$ cat src/rtl/mtep_pkg.sv
package mtep_pkg;

  typedef struct packed {
    logic [7:0] data_byte;
    logic       stream_end;
  } in_item_t;

  typedef struct packed {
    logic [3:0]  event_kind;
    logic [31:0] tick;
    logic [7:0]  status_byte;
    logic [7:0]  first_data;
    logic [7:0]  second_data;
    logic [7:0]  meta_type;
    logic [31:0] length_value;
    logic [7:0]  payload_byte;
    logic        last_of_payload;
  } out_item_t;

  typedef enum logic [4:0] {
    PH_SEARCH    = 5'd0,
    PH_LEN0      = 5'd1,
    PH_LEN1      = 5'd2,
    PH_LEN2      = 5'd3,
    PH_LEN3      = 5'd4,
    PH_DELTA     = 5'd5,
    PH_STATUS    = 5'd6,
    PH_CH_D1     = 5'd7,
    PH_CH_D2     = 5'd8,
    PH_META_TYPE = 5'd9,
    PH_META_LEN  = 5'd10,
    PH_EOT_SKIP  = 5'd11,
    PH_SYSEX_LEN = 5'd12,
    PH_F7_NEXT   = 5'd13,
    PH_PAYLOAD   = 5'd14,
    PH_SC_D1     = 5'd15,
    PH_SC_D2     = 5'd16
  } phase_t;

  localparam logic [3:0] EV_START   = 4'd0;
  localparam logic [3:0] EV_CHANNEL = 4'd1;
  localparam logic [3:0] EV_SYSCOM  = 4'd2;
  localparam logic [3:0] EV_RT      = 4'd3;
  localparam logic [3:0] EV_META    = 4'd4;
  localparam logic [3:0] EV_SYSEX   = 4'd5;
  localparam logic [3:0] EV_PAYLOAD = 4'd6;
  localparam logic [3:0] EV_END     = 4'd7;
  localparam logic [3:0] EV_ERROR   = 4'd8;

  localparam logic [7:0] ST_SYSEX   = 8'hF0;
  localparam logic [7:0] ST_F1      = 8'hF1;
  localparam logic [7:0] ST_F2      = 8'hF2;
  localparam logic [7:0] ST_F3      = 8'hF3;
  localparam logic [7:0] ST_F6      = 8'hF6;
  localparam logic [7:0] ST_ESCAPE  = 8'hF7;
  localparam logic [7:0] ST_UNDEF   = 8'hFD;
  localparam logic [7:0] ST_META    = 8'hFF;
  localparam logic [7:0] META_EOT   = 8'h2F;

endpackage

$ cat src/rtl/mtep_fifo.sv
module mtep_fifo #(
  parameter int Depth = 2
) (
  input  logic                clk,
  input  logic                rst_n,
  input  logic                wr_valid,
  output logic                wr_ready,
  input  mtep_pkg::out_item_t wr_data,
  output logic                rd_valid,
  input  logic                rd_ready,
  output mtep_pkg::out_item_t rd_data
);
  localparam int AW = (Depth > 1) ? $clog2(Depth) : 1;

  mtep_pkg::out_item_t mem_r [Depth];
  logic [AW-1:0] wp_r, rp_r;
  logic [AW:0]   cnt_r;
  logic          push, pop;

  assign wr_ready = (cnt_r != (AW+1)'(Depth));
  assign rd_valid = (cnt_r != '0);
  assign rd_data  = mem_r[rp_r];
  assign push     = wr_valid && wr_ready;
  assign pop      = rd_valid && rd_ready;

  always_ff @(posedge clk) begin
    if (!rst_n) begin
      wp_r  <= '0;
      rp_r  <= '0;
      cnt_r <= '0;
    end else begin
      if (push) wp_r <= (wp_r == AW'(Depth-1)) ? '0 : wp_r + 1'b1;
      if (pop)  rp_r <= (rp_r == AW'(Depth-1)) ? '0 : rp_r + 1'b1;
      if (push && !pop) cnt_r <= cnt_r + 1'b1;
      else if (pop && !push) cnt_r <= cnt_r - 1'b1;
    end
  end

  always_ff @(posedge clk) begin
    if (push) mem_r[wp_r] <= wr_data;
  end
endmodule

$ cat src/rtl/mtep_front.sv
module mtep_front (
  input  logic               clk,
  input  logic               rst_n,
  input  logic               in_valid,
  output logic               in_ready,
  input  mtep_pkg::in_item_t in_data,
  output logic               q_valid,
  input  logic               q_ready,
  output mtep_pkg::in_item_t q_data
);
  // one-deep skid register between input port and the parse core
  mtep_pkg::in_item_t buf_r;
  logic               full_r;

  assign in_ready = !full_r || q_ready;
  assign q_valid  = full_r;
  assign q_data   = buf_r;

  always_ff @(posedge clk) begin
    if (!rst_n) begin
      full_r <= 1'b0;
    end else if (in_ready) begin
      full_r <= in_valid;
    end
  end

  always_ff @(posedge clk) begin
    if (in_valid && in_ready) buf_r <= in_data;
  end
endmodule

$ cat src/rtl/mtep_back.sv
module mtep_back (
  input  logic                clk,
  input  logic                rst_n,
  input  logic                q_valid,
  output logic                q_ready,
  input  mtep_pkg::in_item_t  q_data,
  output logic                r_valid,
  input  logic                r_ready,
  output mtep_pkg::out_item_t r_data
);
  mtep_pkg::phase_t ph_r, ph_nxt;
  logic [1:0]  tag_r, tag_nxt;
  logic [31:0] left_r, left_nxt;
  logic [31:0] tick_r, tick_nxt;
  logic [31:0] delta_r, delta_nxt;
  logic [7:0]  run_r, run_nxt;
  logic [7:0]  cur_r, cur_nxt;
  logic [7:0]  held_r, held_nxt;
  logic [7:0]  mt_r, mt_nxt;
  logic [31:0] pay_r, pay_nxt;

  logic                have;
  mtep_pkg::out_item_t res;
  mtep_pkg::out_item_t ob_r;
  logic                ov_r;
  logic                go;
  logic [7:0]          b;
  logic [7:0]          tagc;
  logic [31:0]         left_dec;
  logic [31:0]         dacc;
  logic [31:0]         plen;
  logic [31:0]         pay_dec;
  logic [7:0]          st;

  assign q_ready = !ov_r || r_ready;
  assign go      = q_valid && q_ready;
  assign r_valid = ov_r;
  assign r_data  = ob_r;
  assign b       = q_data.data_byte;
  assign left_dec = left_r - 32'd1;
  assign pay_dec  = pay_r - 32'd1;

  always_comb begin
    case (tag_r)
      2'd0:    tagc = 8'h4D;
      2'd1:    tagc = 8'h54;
      2'd2:    tagc = 8'h72;
      default: tagc = 8'h6B;
    endcase
  end

  always_comb begin
    ph_nxt = ph_r; tag_nxt = tag_r; left_nxt = left_r; tick_nxt = tick_r;
    delta_nxt = delta_r; run_nxt = run_r; cur_nxt = cur_r; held_nxt = held_r;
    mt_nxt = mt_r; pay_nxt = pay_r;
    have = 1'b0; res = '0; dacc = '0; plen = '0; st = '0;
    if (ph_r == mtep_pkg::PH_SEARCH) begin
      if (b == tagc) begin
        if (tag_r == 2'd3) begin
          tag_nxt = 2'd0; left_nxt = '0; ph_nxt = mtep_pkg::PH_LEN0;
        end else begin
          tag_nxt = tag_r + 2'd1;
        end
      end else begin
        tag_nxt = (b == 8'h4D) ? 2'd1 : 2'd0;
      end
    end else if (ph_r inside {[mtep_pkg::PH_LEN0:mtep_pkg::PH_LEN3]}) begin
      left_nxt = {left_r[23:0], b};
      if (ph_r == mtep_pkg::PH_LEN3) begin
        tick_nxt = '0; run_nxt = '0; delta_nxt = '0;
        have = 1'b1; res.event_kind = mtep_pkg::EV_START;
        res.length_value = left_nxt;
        ph_nxt = (left_nxt == '0) ? mtep_pkg::PH_SEARCH : mtep_pkg::PH_DELTA;
      end else begin
        ph_nxt = mtep_pkg::phase_t'(ph_r + 5'd1);
      end
    end else begin
      // inside a track: one byte consumed
      left_nxt = left_dec;
      // "need more" target, resolved below; event done goes to delta
      case (ph_r)
        mtep_pkg::PH_DELTA, mtep_pkg::PH_STATUS, mtep_pkg::PH_CH_D1,
        mtep_pkg::PH_F7_NEXT: begin
          // classify status path
          st = b;
          if (ph_r == mtep_pkg::PH_CH_D1) begin
            st = cur_r;
          end else if (ph_r == mtep_pkg::PH_STATUS && !b[7] &&
                       run_r[7] && run_r[7:4] != 4'hF) begin
            st = run_r;
            cur_nxt = run_r;
          end
          if (ph_r == mtep_pkg::PH_DELTA ||
              (ph_r == mtep_pkg::PH_STATUS && !b[7] &&
               !(run_r[7] && run_r[7:4] != 4'hF))) begin
            dacc = (ph_r == mtep_pkg::PH_DELTA) ? {delta_r[24:0], b[6:0]}
                                                 : {25'd0, b[6:0]};
            delta_nxt = dacc;
            if (b[7]) begin
              ph_nxt = mtep_pkg::PH_DELTA;
            end else begin
              tick_nxt = tick_r + dacc;
              ph_nxt = mtep_pkg::PH_STATUS;
            end
          end else if (ph_r == mtep_pkg::PH_CH_D1 ||
                       (ph_r == mtep_pkg::PH_STATUS && !b[7])) begin
            // channel first data byte
            held_nxt = b;
            if (st[7:4] != 4'hC && st[7:4] != 4'hD) begin
              ph_nxt = mtep_pkg::PH_CH_D2;
            end else begin
              have = 1'b1; res.event_kind = mtep_pkg::EV_CHANNEL;
              res.status_byte = st; res.first_data = b;
              run_nxt = st;
              ph_nxt = mtep_pkg::PH_DELTA;
            end
          end else if (ph_r == mtep_pkg::PH_F7_NEXT && !b[7]) begin
            ph_nxt = mtep_pkg::PH_SEARCH;
          end else begin
            // dispatch of status b
            cur_nxt = b;
            if (b < 8'hF0) begin
              ph_nxt = mtep_pkg::PH_CH_D1;
            end else if (b == mtep_pkg::ST_META) begin
              ph_nxt = mtep_pkg::PH_META_TYPE;
            end else if (b == mtep_pkg::ST_SYSEX) begin
              run_nxt = '0; pay_nxt = '0; ph_nxt = mtep_pkg::PH_SYSEX_LEN;
            end else if (b == mtep_pkg::ST_ESCAPE) begin
              run_nxt = '0; ph_nxt = mtep_pkg::PH_F7_NEXT;
            end else if (b <= mtep_pkg::ST_F6) begin
              run_nxt = '0;
              if (b == mtep_pkg::ST_F1 || b == mtep_pkg::ST_F2 ||
                  b == mtep_pkg::ST_F3) begin
                ph_nxt = mtep_pkg::PH_SC_D1;
              end else begin
                have = 1'b1; res.event_kind = mtep_pkg::EV_SYSCOM;
                res.status_byte = b; ph_nxt = mtep_pkg::PH_DELTA;
              end
            end else begin
              if (b != mtep_pkg::ST_UNDEF) begin
                have = 1'b1; res.event_kind = mtep_pkg::EV_RT;
                res.status_byte = b;
              end
              ph_nxt = mtep_pkg::PH_DELTA;
            end
          end
        end
        mtep_pkg::PH_CH_D2: begin
          have = 1'b1; res.event_kind = mtep_pkg::EV_CHANNEL;
          res.status_byte = cur_r; res.first_data = held_r; res.second_data = b;
          run_nxt = cur_r; ph_nxt = mtep_pkg::PH_DELTA;
        end
        mtep_pkg::PH_META_TYPE: begin
          mt_nxt = b;
          if (b == mtep_pkg::META_EOT) begin
            ph_nxt = mtep_pkg::PH_EOT_SKIP;
          end else begin
            pay_nxt = '0; ph_nxt = mtep_pkg::PH_META_LEN;
          end
        end
        mtep_pkg::PH_EOT_SKIP: begin
          have = 1'b1; res.event_kind = mtep_pkg::EV_END;
          res.status_byte = mtep_pkg::ST_META; res.meta_type = mtep_pkg::META_EOT;
          res.length_value = delta_r; ph_nxt = mtep_pkg::PH_DELTA;
        end
        mtep_pkg::PH_PAYLOAD: begin
          pay_nxt = pay_dec;
          have = 1'b1; res.event_kind = mtep_pkg::EV_PAYLOAD;
          res.status_byte = cur_r;
          res.meta_type = (cur_r == mtep_pkg::ST_META) ? mt_r : 8'h00;
          res.payload_byte = b; res.last_of_payload = (pay_dec == '0);
          ph_nxt = (pay_dec == '0) ? mtep_pkg::PH_DELTA : mtep_pkg::PH_PAYLOAD;
        end
        mtep_pkg::PH_SC_D1: begin
          held_nxt = b;
          if (cur_r == mtep_pkg::ST_F2) begin
            ph_nxt = mtep_pkg::PH_SC_D2;
          end else begin
            have = 1'b1; res.event_kind = mtep_pkg::EV_SYSCOM;
            res.status_byte = cur_r; res.first_data = b;
            ph_nxt = mtep_pkg::PH_DELTA;
          end
        end
        mtep_pkg::PH_SC_D2: begin
          have = 1'b1; res.event_kind = mtep_pkg::EV_SYSCOM;
          res.status_byte = cur_r; res.first_data = held_r; res.second_data = b;
          ph_nxt = mtep_pkg::PH_DELTA;
        end
        default: ph_nxt = mtep_pkg::PH_SEARCH;
      endcase
      // length bytes (meta, sysex, or F7 followed by data)
      if (ph_r == mtep_pkg::PH_META_LEN || ph_r == mtep_pkg::PH_SYSEX_LEN ||
          (ph_r == mtep_pkg::PH_F7_NEXT && !b[7])) begin
        plen = (ph_r == mtep_pkg::PH_F7_NEXT) ? {25'd0, b[6:0]}
                                               : {pay_r[24:0], b[6:0]};
        pay_nxt = plen;
        if (b[7]) begin
          ph_nxt = ph_r;
        end else begin
          have = 1'b1;
          res.event_kind = (ph_r == mtep_pkg::PH_META_LEN) ? mtep_pkg::EV_META
                                                           : mtep_pkg::EV_SYSEX;
          res.status_byte = cur_r;
          res.meta_type = (ph_r == mtep_pkg::PH_META_LEN) ? mt_r : 8'h00;
          res.length_value = plen; res.last_of_payload = (plen == '0);
          ph_nxt = (plen == '0) ? mtep_pkg::PH_DELTA : mtep_pkg::PH_PAYLOAD;
        end
      end
      // event done / need more against remaining track bytes
      if (left_dec == '0) begin
        if (ph_nxt == mtep_pkg::PH_DELTA && have) begin
          ph_nxt = mtep_pkg::PH_SEARCH;
        end else if (ph_nxt == mtep_pkg::PH_DELTA && ph_r inside
                     {mtep_pkg::PH_STATUS, mtep_pkg::PH_F7_NEXT} && b[7] &&
                     b == mtep_pkg::ST_UNDEF) begin
          ph_nxt = mtep_pkg::PH_SEARCH;
        end else begin
          have = 1'b1; res = '0; res.event_kind = mtep_pkg::EV_ERROR;
          ph_nxt = mtep_pkg::PH_SEARCH;
        end
      end else if (ph_nxt == mtep_pkg::PH_DELTA && (have ||
                   ((ph_r == mtep_pkg::PH_STATUS || ph_r == mtep_pkg::PH_F7_NEXT)
                    && b == mtep_pkg::ST_UNDEF))) begin
        delta_nxt = '0;
      end
    end
    if (q_data.stream_end) begin
      if (ph_nxt != mtep_pkg::PH_SEARCH) begin
        have = 1'b1; res = '0; res.event_kind = mtep_pkg::EV_ERROR;
      end
      ph_nxt = mtep_pkg::PH_SEARCH; tag_nxt = '0;
    end
    res.tick = tick_nxt;
  end

  always_ff @(posedge clk) begin
    if (!rst_n) begin
      ph_r <= mtep_pkg::PH_SEARCH; tag_r <= '0; left_r <= '0; tick_r <= '0;
      delta_r <= '0; run_r <= '0; cur_r <= '0; held_r <= '0; mt_r <= '0;
      pay_r <= '0; ov_r <= 1'b0;
    end else begin
      if (go) begin
        ph_r <= ph_nxt; tag_r <= tag_nxt; left_r <= left_nxt; tick_r <= tick_nxt;
        delta_r <= delta_nxt; run_r <= run_nxt; cur_r <= cur_nxt;
        held_r <= held_nxt; mt_r <= mt_nxt; pay_r <= pay_nxt;
      end
      if (q_ready) ov_r <= go && have;
    end
  end

  always_ff @(posedge clk) begin
    if (go && have) ob_r <= res;
  end
endmodule

$ cat src/rtl/midi_track_event_parser.sv
// an event passes the front register, the parse-core output register and the fifo before out_valid rises
// throughput: one byte per cycle while the output is not stalled; each byte makes one register update in the parse core
// results pass an OutDepth-entry fifo (two by default) so the parser keeps taking bytes while one waits
// reset: synchronous active-low rst_n; parser returns to tag search, queues empty
module midi_track_event_parser #(
  parameter int OutDepth = 2
) (
  input  logic                clk,
  input  logic                rst_n,
  input  logic                in_valid,
  output logic                in_ready,
  input  mtep_pkg::in_item_t  in_data,
  output logic                out_valid,
  input  logic                out_ready,
  output mtep_pkg::out_item_t out_data
);
  logic                q_valid, q_ready;
  mtep_pkg::in_item_t  q_data;
  logic                r_valid, r_ready;
  mtep_pkg::out_item_t r_data;

  mtep_front u_front (
    .clk, .rst_n, .in_valid, .in_ready, .in_data,
    .q_valid, .q_ready, .q_data
  );

  mtep_back u_back (
    .clk, .rst_n, .q_valid, .q_ready, .q_data,
    .r_valid, .r_ready, .r_data
  );

  mtep_fifo #(.Depth(OutDepth)) u_fifo (
    .clk, .rst_n,
    .wr_valid(r_valid), .wr_ready(r_ready), .wr_data(r_data),
    .rd_valid(out_valid), .rd_ready(out_ready), .rd_data(out_data)
  );
endmodule

$ cat config.mk
export PLATFORM = sky130hd
export DESIGN_NAME = midi_track_event_parser
export DESIGN_NICKNAME = d
export VERILOG_FILES = /design/src/rtl/mtep_pkg.sv /design/src/rtl/mtep_fifo.sv /design/src/rtl/mtep_front.sv /design/src/rtl/mtep_back.sv /design/src/rtl/midi_track_event_parser.sv
export SDC_FILE = /design/constraint.sdc
export NUM_CORES = 1
export LEC_CHECK = 0
export BUFFER_PORTS_ARGS = -buffer_cell sky130_fd_sc_hd__buf_2
export CORE_UTILIZATION = 37
export DETAILED_ROUTE_END_ITERATION = 12
export PLACE_DENSITY_LB_ADDON = 0.2
export SLEW_MARGIN = 0
export SYNTH_ARGS = -nofsm -noshare
export SYNTH_HDL_FRONTEND = slang
export SYNTH_SLANG_ARGS = --single-unit
$ cat constraint.sdc
create_clock -name clk -period 8.3 [get_ports clk]
set_input_delay 0.415 -clock clk [delete_from_list [all_inputs] [get_ports clk]]
set_output_delay 0.415 -clock clk [all_outputs]
set_load 0.05 [all_outputs]
## Word level (Yosys, flattened, before mapping)

Memory sizes are Yosys's and may differ from the RTL's. A register that Yosys moved wholly into a read port is not among the register bits.
Index checks and enable logic that the tools add are counted.

- Flip-flop bits (word level): 291
- Latch bits: 0
- RAM bits: 218
- Memory bits (read-only): 0
- Bits of input ports: 13
- Output and inout bits: 111
- Logic and storage cells: 345
- Memories kept: 1

Memory list:

| memory | words | width | read ports | clocked after Yosys merged registers in | wr ports | line | RTL |
|---|---|---|---|---|---|---|---|
| u_fifo.mem_r | 2 | 109 | 1 | 1 | 1 | mtep_fifo.sv:15 | `mtep_pkg::out_item_t mem_r [Depth];` |

- Add/subtract/negate cells: 9
- Multipliers: 0
- Div/mod/pow operators: 0
- $lt $le $gt $ge: 4
- Eq/ne operators: 52
- Shift-type cells: 0
- Mux-type cells: 187
- Bitwise operators: 2
- Reductions and logical operators: 64

Operators by type and width:

| operator | number |
|---|---|
| 2-to-1 mux 32 bit | 31 |
| 2-to-1 mux 109 bit | 6 |
| 2-to-1 mux 8 bit | 42 |
| 2-to-1 mux 16 bit | 9 |
| zero test 32 bit | 4 |
| one-hot mux 32 bit (3 select lines) | 1 |
| 2-to-1 mux 5 bit | 19 |
| 2-to-1 mux 40 bit | 2 |
| equality test 8 bit (second input constant) | 9 |
| 2-to-1 mux 4 bit | 18 |
| 2-to-1 mux 64 bit | 1 |
| subtractor 32 x 1 -> 32 bit (second input constant) | 2 |
| one-hot mux 8 bit (2 select lines) | 3 |
| equality test 5 x 4 -> 1 bit (second input constant) | 8 |
| 2-to-1 mux 1 bit | 36 |
| adder 32 bit | 1 |
| one-hot mux 8 bit (4 select lines) | 1 |
| equality test 5 x 3 -> 1 bit (second input constant) | 5 |
| one-hot mux 5 bit (5 select lines) | 1 |
| one-hot mux 4 bit (6 select lines) | 1 |
| one-hot mux 8 bit (3 select lines) | 1 |
| logical AND 1 bit | 21 |
| 2-to-1 mux 2 bit | 10 |
| 2-to-1 mux 9 bit | 2 |
| 45 further kinds | 84 |

## Longest topological paths before layout

Gate-level depths: netlist of run 1.

- Depth after elaboration: 30
- Gate-level depth with buffers: 17
- Gate-level depth less buffers: 14

## By module

Synthesis of run 1 repeated with hierarchy kept, for this count alone.

- Cell total of the unflattened synthesis: 2488
- Area total of the unflattened synthesis: 25519.5 µm²

By module, submodules not included:

| module | instances | cells each | area each (µm²) | sequential area each (µm²) |
|---|---|---|---|---|
| mtep_back | 1 | 2111 | 17058.9 | 6636.4 |
| mtep_fifo | 1 | 363 | 8132.8 | 6646.4 |
| mtep_front | 1 | 14 | 327.8 | 290.3 |

## Worst setup path before layout of run 1

No wires, ideal clock.

- Path kind: register -> register
- From: register u_back.pay_r[12]
- To: register u_back.ob_r, in the netlist u_back.r_data[0], enable pin
- Library setup time: 0.467 ns
- Data arrival time: 5.720 ns
- Required time: 7.833 ns
- Setup slack: 2.113 ns
- Stages on the path, launching flop included: 15
- Buffers on the path: 4
- Clock period less this slack: 6.187 ns
- Cells stage by stage: dfxtp_1 > buf_6 > or4_1 > buf_2 > or3_4 > nor4b_1 > xnor2_1 > o211ai_1 > or4_4 > o211ai_1 > o211a_1 > o31a_1 > buf_2 > buf_2 > a21o_1

- Word-level cells in the longest chain between the ends: 19
- Elaborated cells between the ends (all ways): 28
- Those cells by class: add/sub (1); eq/ne (1); mux (18); reduce/logical (8)

RTL lines:

| element | line | RTL |
|---|---|---|
| start, declared | mtep_back.sv:20 | `logic [31:0] pay_r, pay_nxt;` |
| start signal, assigned | mtep_back.sv:245 | `held_r <= held_nxt; mt_r <= mt_nxt; pay_r <= pay_nxt;` |
| subtractor 32 x 1 -> 32 bit / 2-to-1 mux 32 bit (equally long branches) | mtep_back.sv:41, mtep_back.sv:194 |  |
| zero test 32 bit, on equally long branches | mtep_back.sv:172, mtep_back.sv:206 |  |
| 2-to-1 mux 4 bit, on equally long branches | mtep_back.sv:172, mtep_back.sv:206 |  |
| one-hot mux 5 bit (5 select lines) / 2-to-1 mux 5 bit (equally long branches) | mtep_back.sv:81, mtep_back.sv:197 |  |
| 2-to-1 mux 5 bit (*) | mtep_back.sv:192 | `if (ph_r == mtep_pkg::PH_META_LEN \|\| ph_r == mtep_pkg::PH_SYSEX_LEN \|\|` |
| 2-to-1 mux 5 bit (*) | mtep_back.sv:67 | `end else if (ph_r inside {[mtep_pkg::PH_LEN0:mtep_pkg::PH_LEN3]}) begin` |
| 2-to-1 mux 5 bit (*) | mtep_back.sv:57 | `if (ph_r == mtep_pkg::PH_SEARCH) begin` |
| equality test 5 x 3 -> 1 bit | mtep_back.sv:211, mtep_back.sv:213 |  |
| [... 3 more ...] | n/a |  |
| 2-to-1 mux 1 bit | mtep_back.sv:213 | `end else if (ph_nxt == mtep_pkg::PH_DELTA && ph_r inside` |
| 2-to-1 mux 1 bit | mtep_back.sv:211 | `if (ph_nxt == mtep_pkg::PH_DELTA && have) begin` |
| 2-to-1 mux 1 bit | mtep_back.sv:210 | `if (left_dec == '0) begin` |
| 2-to-1 mux 1 bit | mtep_back.sv:67 |  |
| 2-to-1 mux 1 bit | mtep_back.sv:57 |  |
| 2-to-1 mux 1 bit | mtep_back.sv:228 | `if (ph_nxt != mtep_pkg::PH_SEARCH) begin` |
| 2-to-1 mux 1 bit (*) | mtep_back.sv:227 | `if (q_data.stream_end) begin` |
| logical AND 1 bit (*) | mtep_back.sv:252 | `if (go && have) ob_r <= res;` |
| end signal, assigned | mtep_back.sv:252 |  |
| end, declared | mtep_back.sv:24 | `mtep_pkg::out_item_t ob_r;` |

Mark *: on every way between the ends. The rest lies on a longest branch, timed or not. The select of a mux whose other input is x is not followed.
A chain may end at the register's enable or synchronous reset.

==> results_dict.tcl, run 1 <==
set metrics [dict create \
    antenna_found_initial 0 \
    fin_nets 2543 \
    path_buf_inv 2 \
    cellPowerDensity_nw_per_um2 197 \
    drive_gt1_share_pct 16.9 \
    yosys_warnings 0 \
    drc 0 \
    synth-seq-cells 510 \
    avgSynthCellArea_um2 10.4 \
    initial_core_util_pct 37.6 \
    die_h_um 264 \
    end_kind "flop" \
    clkSlewWorstSetupHoldPaths_ns 0.07 \
    hold_class "input port to flop" \
    grt_overflow 0 \
    final_cell_count_no_fill 3404 \
    worstSkewPairLatency_ns 0.62 \
    dp_cells 3289 \
    syn_area_um2 25400 \
    finalHoldViolations 0 \
    synth_ff_type "edfxtp_1" \
    cts_tree "done" \
    cp_data_arrival_time_ns 6.00 \
    slew_violations 0 \
    yosys.area_share.adder_pct 2.35 \
    diodes 0 \
    cp_common_cell "nor2_1" \
    place_ws_ns 2.86 \
    setup_slack_ns 2.76 \
    syn-num-nets 2496 \
    slowest_delay_ns 1.04 \
    num_vias 20100 \
    die_w_um 264 \
    maxSlewHeadroom_pct 10.3 \
    cts-buffers-inserted 56 \
    skew_ns 0.0222 \
    cp_max_fo 32 \
    status "finished clean" \
    place_hpwl_mm 53.3 \
    timing.final.crit_share_pct 66.8 \
    final_common_cell "edfxtp_1" \
    cts_root_buf "clkbuf_16" \
    critPathKind "flop to flop" \
    cap_violations 0 \
    crit_family "compound AO/OA/AOI/OAI gates" \
    synth_compound_area_share_pct 16.1 \
    startpoint_type "flop" \
    ys_types 82 \
    synth_xor_area_share_pct 1.90 \
    synth_top_family_by_area "simple AND/OR/NAND/NOR gates" \
    synth.yosys.seq_area_share_pct 53.5 \
    grt_max_degree 85 \
    clockBufferDepth 3 \
    routed_wl_mm 78.9 \
    cp_slowest_cell "a22o_1" \
    placed_cell_area_um2 26700 \
    final_cell_mix "edfxtp_1, nand2_1, nor2_1" \
    row_count 95 \
    fin_area_um2 28700 \
    io_pins 124 \
    die_area_um2 69700 \
    fin_setup_tns_ns 0 \
    min_period_ns 5.54 \
    clock_sinks 510 \
    htreeDepth 2 \
    grt_pass1_wl_mm 120 \
    routabilityCongestion 0.952 \
    path_cells "inv_1 -> ha_1 -> nand4b_1 -> buf_4 -> nor2_1 -> nor2_1 -> nand2_1 -> a2111oi_0 -> a22o_1 -> a22oi_1 -> nor3_2" \
    grt_usage_pct 22.0 \
    synth_mux_area_share_pct 5.51 \
    rsz0062_at_grt "no" \
    vdd_drop_max_mv 0.142 \
    setup_violations 0 \
    fin_hold_ws_ns 0.0651 \
    drt_iter0_drc 1944 \
    post_drt_wl_per_cell_um 23.2 \
    fmax_ghz 0.180 \
    synth-simple-area-share_pct 17.1 \
    syn-instance-count 2436 \
    synth_edf_count 336 \
    cellLeakagePower_nw 9.89 \
    area_growth_pct 12.9 \
    numPortBuffers 123 \
    worst_pin_slew_ns 1.34 \
    firstDrtPassIters 7 \
    postSynth.asyncResetShare_pct 0 \
    avgViaCountPerCell 5.90 \
    ant_nets 0 \
    grt_pass1_vias 19300 \
    cts_resized 0 \
    core-area_um2 67500 \
    crit_required_ns 8.76 \
]
==> worst paths after layout <==
| check | cells past startpoint | from | end | slack [ns] |
|---|---|---|---|---|
| setup / recovery | 11 | u_back.ph_r[1] | u_back.r_data[34] | 2.76 |
| hold / removal | 3 | in_valid | u_front.q_valid | 0.07 |
| setup reg to reg | 11 | u_back.ph_r[1] | u_back.r_data[34] | 2.76 |
| hold reg to reg | 0 | u_back.r_data[52] | u_fifo.mem_r[1][52] | 0.44 |
==> power by group <==
part	switching (mW)	internal, mW	leakage [nW]	total, mW
registers	0.0238	2.68	4.33	2.71
clock network	1.06	1.44	0.884	2.50
logic	0.305	0.125	4.67	0.430
total	1.39	4.25	9.89	5.63
==> cell usage after synthesis (9+ instances only) <==
cell | number | area (µm²)
a221oi_1 | 10 | 87.6
buf_2 | 13 | 65.1
a32oi_1 | 16 | 140
nor4_1 | 47 | 294
o31ai_1 | 11 | 82.6
and3_1 | 40 | 250
xor2_1 | 18 | 158
nand2b_1 | 19 | 119
dfxtp_1 | 174 | 3480
a21oi_1 | 157 | 786
nand4_1 | 18 | 113
xnor2_1 | 37 | 324
nor2_1 | 199 | 747
o21ai_0 | 111 | 556
inv_1 | 38 | 143
nor2b_1 | 9 | 56.3
and2_1 | 13 | 81.3
nor3_2 | 20 | 200
o21a_1 | 9 | 67.6
a211o_1 | 9 | 78.8
nand3_1 | 82 | 410
nor3_1 | 76 | 380
a21o_1 | 24 | 180
o211ai_1 | 9 | 67.6
clkbuf_1 | 159 | 597
or3_1 | 16 | 100
edfxtp_1 | 336 | 10100
ha_1 | 46 | 576
a211oi_1 | 32 | 240
a22oi_1 | 63 | 473
nor4b_1 | 15 | 131
mux2i_1 | 16 | 160
buf_1 | 12 | 45.0
nand2_1 | 252 | 946
a22o_1 | 31 | 272
mux2_2 | 110 | 1240
a32o_1 | 41 | 410
or4_1 | 13 | 97.6
a31oi_1 | 12 | 75.1
==> cell families after synthesis <==
logic type	Yosys count
and+or+nand+nor	865
AOI/OAI and AO/OA	604
DFF	510
buffers and inverters	229
muxes	126
xor gates and xnor gates	55
adders and majority gates	47
==> sequential cells by signal, indices dropped and copies added (netlist names), named ones only <==
signal / flops
u_back.run_r: 8
u_back.left_r: 32
u_fifo.mem_r: 218
u_front.q_data: 9
u_back.mt_r: 8
u_back.ph_r: 5
u_back.delta_r: 32
u_back.cur_r: 8
u_back.r_data: 109
u_back.held_r: 8
u_back.tag_r: 2
u_fifo.wp_r: 1
u_fifo.rp_r: 1
u_back.tick_r: 32
u_back.r_valid: 1
u_fifo.cnt_r: 2
u_front.q_valid: 1
u_back.pay_r: 32
==> metal layers <==
layer  part of all wire [%]  wire length (µm)  vias up  global-route usage [%]
li1                       -                 -     9296                       -
met1                     43             34300     9895                    29.4
met2                     47             37300      719                    36.4
met3                    5.3              4210      170                    2.70
met4                    3.9              3110        0                    8.71
met5                      0                 0        -                       0
==> final cells by class <==
| cell class | instances | area [µm²] |
|---|---|---|
| Multi-Input combinational cell | 1697 | 11000 |
| Sequential cell | 510 | 13600 |
| Inverter | 40 | 151 |
| Timing Repair Buffer | 178 | 1050 |
| Tap cell | 873 | 1090 |
| Clock inverter | 32 | 310 |
| Clock buffer | 74 | 1540 |
| Fill cell | 6505 | 38800 |
==> repair_timing <==
item,4_1_cts,5_1_grt
buffers inserted,0,0
hold buffers,9,0
hold endpoints to repair,9,0
==> metrics by stage <==
step	util (%)	total power, mW
finish	42.5	5.63
global route	42.5	5.82
detailed placement	39.6	3.19
CTS	42.5	5.71
global placement	39.6	3.19
floorplan	-	3.09
==> worst reg2reg max path, cell delays in order (launching register included) <==
cell	delay [ns]
dfxtp_1	0.53
inv_1	0.12
ha_1	0.54
nand4b_1	0.26
buf_4	0.38
nor2_1	0.21
nor2_1	0.42
nand2_1	0.71
a2111oi_0	0.63
a22o_1	1.04
a22oi_1	0.36
nor3_2	0.20
Power figures use the tool's default switching activity.
==> run 2, diff against run 1 <==
--- a/config.mk
+++ b/config.mk
@@ -5,6 +5,7 @@
 export SDC_FILE = /design/constraint.sdc
 export NUM_CORES = 1
 export LEC_CHECK = 0
+export ABC_AREA = 1
 export BUFFER_PORTS_ARGS = -buffer_cell sky130_fd_sc_hd__buf_2
 export CORE_UTILIZATION = 37
 export DETAILED_ROUTE_END_ITERATION = 12
==> constraint.sdc (replaced) <==
create_clock -name clk -period 4.88 [get_ports clk]
set_input_delay 0.244 -clock clk [delete_from_list [all_inputs] [get_ports clk]]
set_output_delay 0.244 -clock clk [all_outputs]
set_load 0.05 [all_outputs]
==> run 2 against run 1 <==
- sequential cell count stayed put
- cell count is 20% higher
- maximum frequency is 30% higher
- worst hold slack worse by 0.023 ns
- count of clock-buffer cells in the layout is 3 lower
- via count is 9.6% higher
- clock power is 82% higher
- first-iteration DRC count is 4.3% lower
- clock skew is 0.00057 ns higher
- largest cell class unchanged
- critical path type unchanged
- sequential power is 71% higher
- synthesized cell count is 22% higher
- non-clock buffer count is 13 higher
==> results_dict.tcl, run 2 <==
set metrics [dict create \
    post_drt_wl_per_cell_um 21.2 \
    antenna_found_initial 0 \
    fin_nets 3145 \
    worst_pin_slew_ns 1.04 \
    end_kind "flop" \
    cts-buffers-inserted 56 \
    r2r_end "u_back.tick_r[25]" \
    grt_max_degree 111 \
    cp_data_arrival_time_ns 4.77 \
    vdd_drop_max_mv 0.235 \
    die_area_um2 72500 \
    io_pins 124 \
    dp_cells 3957 \
    top_register "u_fifo.mem_r" \
    grtUsageMet3_pct 2.81 \
    place_hpwl_mm 61.6 \
    htreeDepth 2 \
    row_count 97 \
    syn_area_um2 26400 \
    die_w_um 269 \
    place_ws_ns 0.675 \
    diodes 0 \
    synth.yosys.seq_area_share_pct 51.3 \
    ys_top_cells_by_count "nand2_1, edfxtp_1, nor2_1" \
    grt_usage_pct 23.3 \
    drc 0 \
    drt_iter0_drc 1861 \
    avgViaCountPerCell 5.41 \
    synth_ff_type "edfxtp_1" \
    fmax_ghz 0.235 \
    core-area_um2 70400 \
    cap_violations 0 \
    status "finished clean" \
    path_cells "inv_1 -> ha_1 -> inv_1 -> nor2_1 -> clkinv_1 -> buf_12 -> nor2_1 -> ha_1 -> a21oi_1 -> o21ai_0 -> a21oi_1 -> inv_1 -> a21oi_1 -> o21ai_0 -> nand3_1 -> nand2_1 -> a21oi_1 -> xor2_1 -> nand2_1 -> nand2_1 -> o21ai_0 -> o21ai_0 -> inv_1" \
    startpoint_type "flop" \
    ys_top_cells_by_area "edfxtp_1, dfxtp_1, nand2_1, a21oi_1, mux2_2" \
    critPathKind "flop to flop" \
    rsz0062_at_grt "no" \
    maxSlewHeadroom_pct 30.1 \
    area_growth_pct 14.5 \
    clkSlewWorstSetupHoldPaths_ns 0.06 \
    final_cell_mix "nand2_1, edfxtp_1, nor2_1" \
    drive_gt1_share_pct 15.5 \
    yosys.area.top_type "edfxtp_1" \
    synth-seq-cells 510 \
    postSynth.asyncResetShare_pct 0 \
    netlist.area_leader.share_pct 38.2 \
    reg2reg_from "u_back.ph_r[1]" \
    cts_tree "done" \
    synth_edf_count 336 \
    timing.final.crit_share_pct 87.3 \
    ys_types 56 \
    cts_root_buf "clkbuf_16" \
    fin_area_um2 30300 \
    hold_class "input port to flop" \
    finalHoldViolations 0 \
    min_path_cells 4 \
    min_period_ns 4.26 \
    gr-usage-met1_pct 32.0 \
    routed_wl_mm 86.1 \
    die_h_um 269 \
    clock_sinks 510 \
    cp_max_fo 45 \
    num_vias 22000 \
    n_fill_cell 6974 \
    placed_cell_area_um2 28200 \
    crit_family "compound AO/OA/AOI/OAI gates" \
    clockBufferDepth 3 \
    slew_violations 0 \
    worstHoldStart "out_ready" \
    avgSynthCellArea_um2 8.89 \
    path_buf_inv 6 \
    grt_pass1_vias 21400 \
    grt_pass1_wl_mm 132 \
    slowest_delay_ns 0.37 \
    ant_nets 0 \
    crit_start "u_back.ph_r[1]" \
    final_cell_count_no_fill 4072 \
    cp_slowest_cell "dfxtp_1" \
    firstDrtPassIters 6 \
    syn-instance-count 2973 \
    yosys_warnings 0 \
    fin_setup_tns_ns 0 \
    final_common_cell "nand2_1" \
    fin_hold_ws_ns 0.0420 \
    cellPowerDensity_nw_per_um2 325 \
    worstSkewPairLatency_ns 0.62 \
    initial_core_util_pct 37.6 \
    cts_resized 0 \
    setup_slack_ns 0.617 \
    gr-max-usage-layer "met2" \
    cellLeakagePower_nw 11.4 \
    grt_overflow 0 \
    numPortBuffers 123 \
    r2r_slack_ns 0.62 \
    crit_required_ns 5.39 \
    setup_violations 0 \
    use_met2_pct 38.7 \
    largest_reg_flops 218 \
    routabilityCongestion 0.971 \
    syn-num-nets 3033 \
    ff2ff_path_depth 23 \
    synthMostInstantiatedCell "nand2_1" \
    skew_ns 0.0227 \
]
-- run 2: logic make-up (layout without fill, tap and decap cells) --
logic type                 after synthesis  count (layout)  synth area share (%)
AOI/OAI and AO/OA                      644             644                  13.9
xor gates and xnor gates                48              48                  1.65
adders and majority gates               47              47                  2.25
buffers and inverters                  442             601                  6.55
DFF                                    510             510                  51.3
muxes                                  109             109                  4.64
and+or+nand+nor                       1173            1173                  19.7
-- run 2: cell type report --
type	count	area, µm²	share of cell area, %
Timing Repair Buffer	191	1240	4.09
Inverter	305	1150	3.80
Sequential cell	510	13600	44.8
Multi-Input combinational cell	2021	11200	36.9
Clock buffer	71	1510	4.98
Tap cell	940	1180	3.88
Clock inverter	34	462	1.52
-- run 2: worst max-delay path by stage --
stage,slack [ns],end,depth (start not counted)
floorplan,0.80,u_back.r_data[0],19
global placement,0.68,u_back.r_data[97],21
detailed placement,0.67,u_back.tick_r[25],23
CTS,0.65,u_back.tick_r[25],23
global route,0.11,u_back.tick_r[25],23
finish,0.62,u_back.tick_r[25],23
-- run 2: layer usage --
layer | part of all wire, % | vias up
li1 | - | 10500
met1 | 45 | 10700
met2 | 47 | 667
met3 | 4.8 | 134
met4 | 2.6 | 0
met5 | 0 | -
-- run 2: power by group --
group / switching [mW] / total [mW] / internal, mW
logic: 0.475 / 0.680 / 0.205
clock network: 1.81 / 4.54 / 2.73
registers: 0.0473 / 4.63 / 4.58
-- run 2: what timing repair did --
action | in CTS | in global routing
setup buffers | 0 | 0
endpoints found under the setup margin | 0 | 0
hold endpoints to repair | 10 | 0
hold buffers | 10 | 0
-- run 2: stage by stage --
stage | power [mW] | utilization (%)
6_report | 9.85 | 43.0
5_1_grt | 10.2 | 43.0
4_1_cts | 9.95 | 43.0
3_5_place_dp | 5.40 | 40.1
3_3_place_gp | 5.39 | 40.1
2_1_floorplan | 5.22 | -
-- run 2: worst min-delay path, cell delays in order --
cell and delay [ns]:
buf_2 0.09, nand2_1 0.11, xor2_1 0.10, nor2_1 0.07
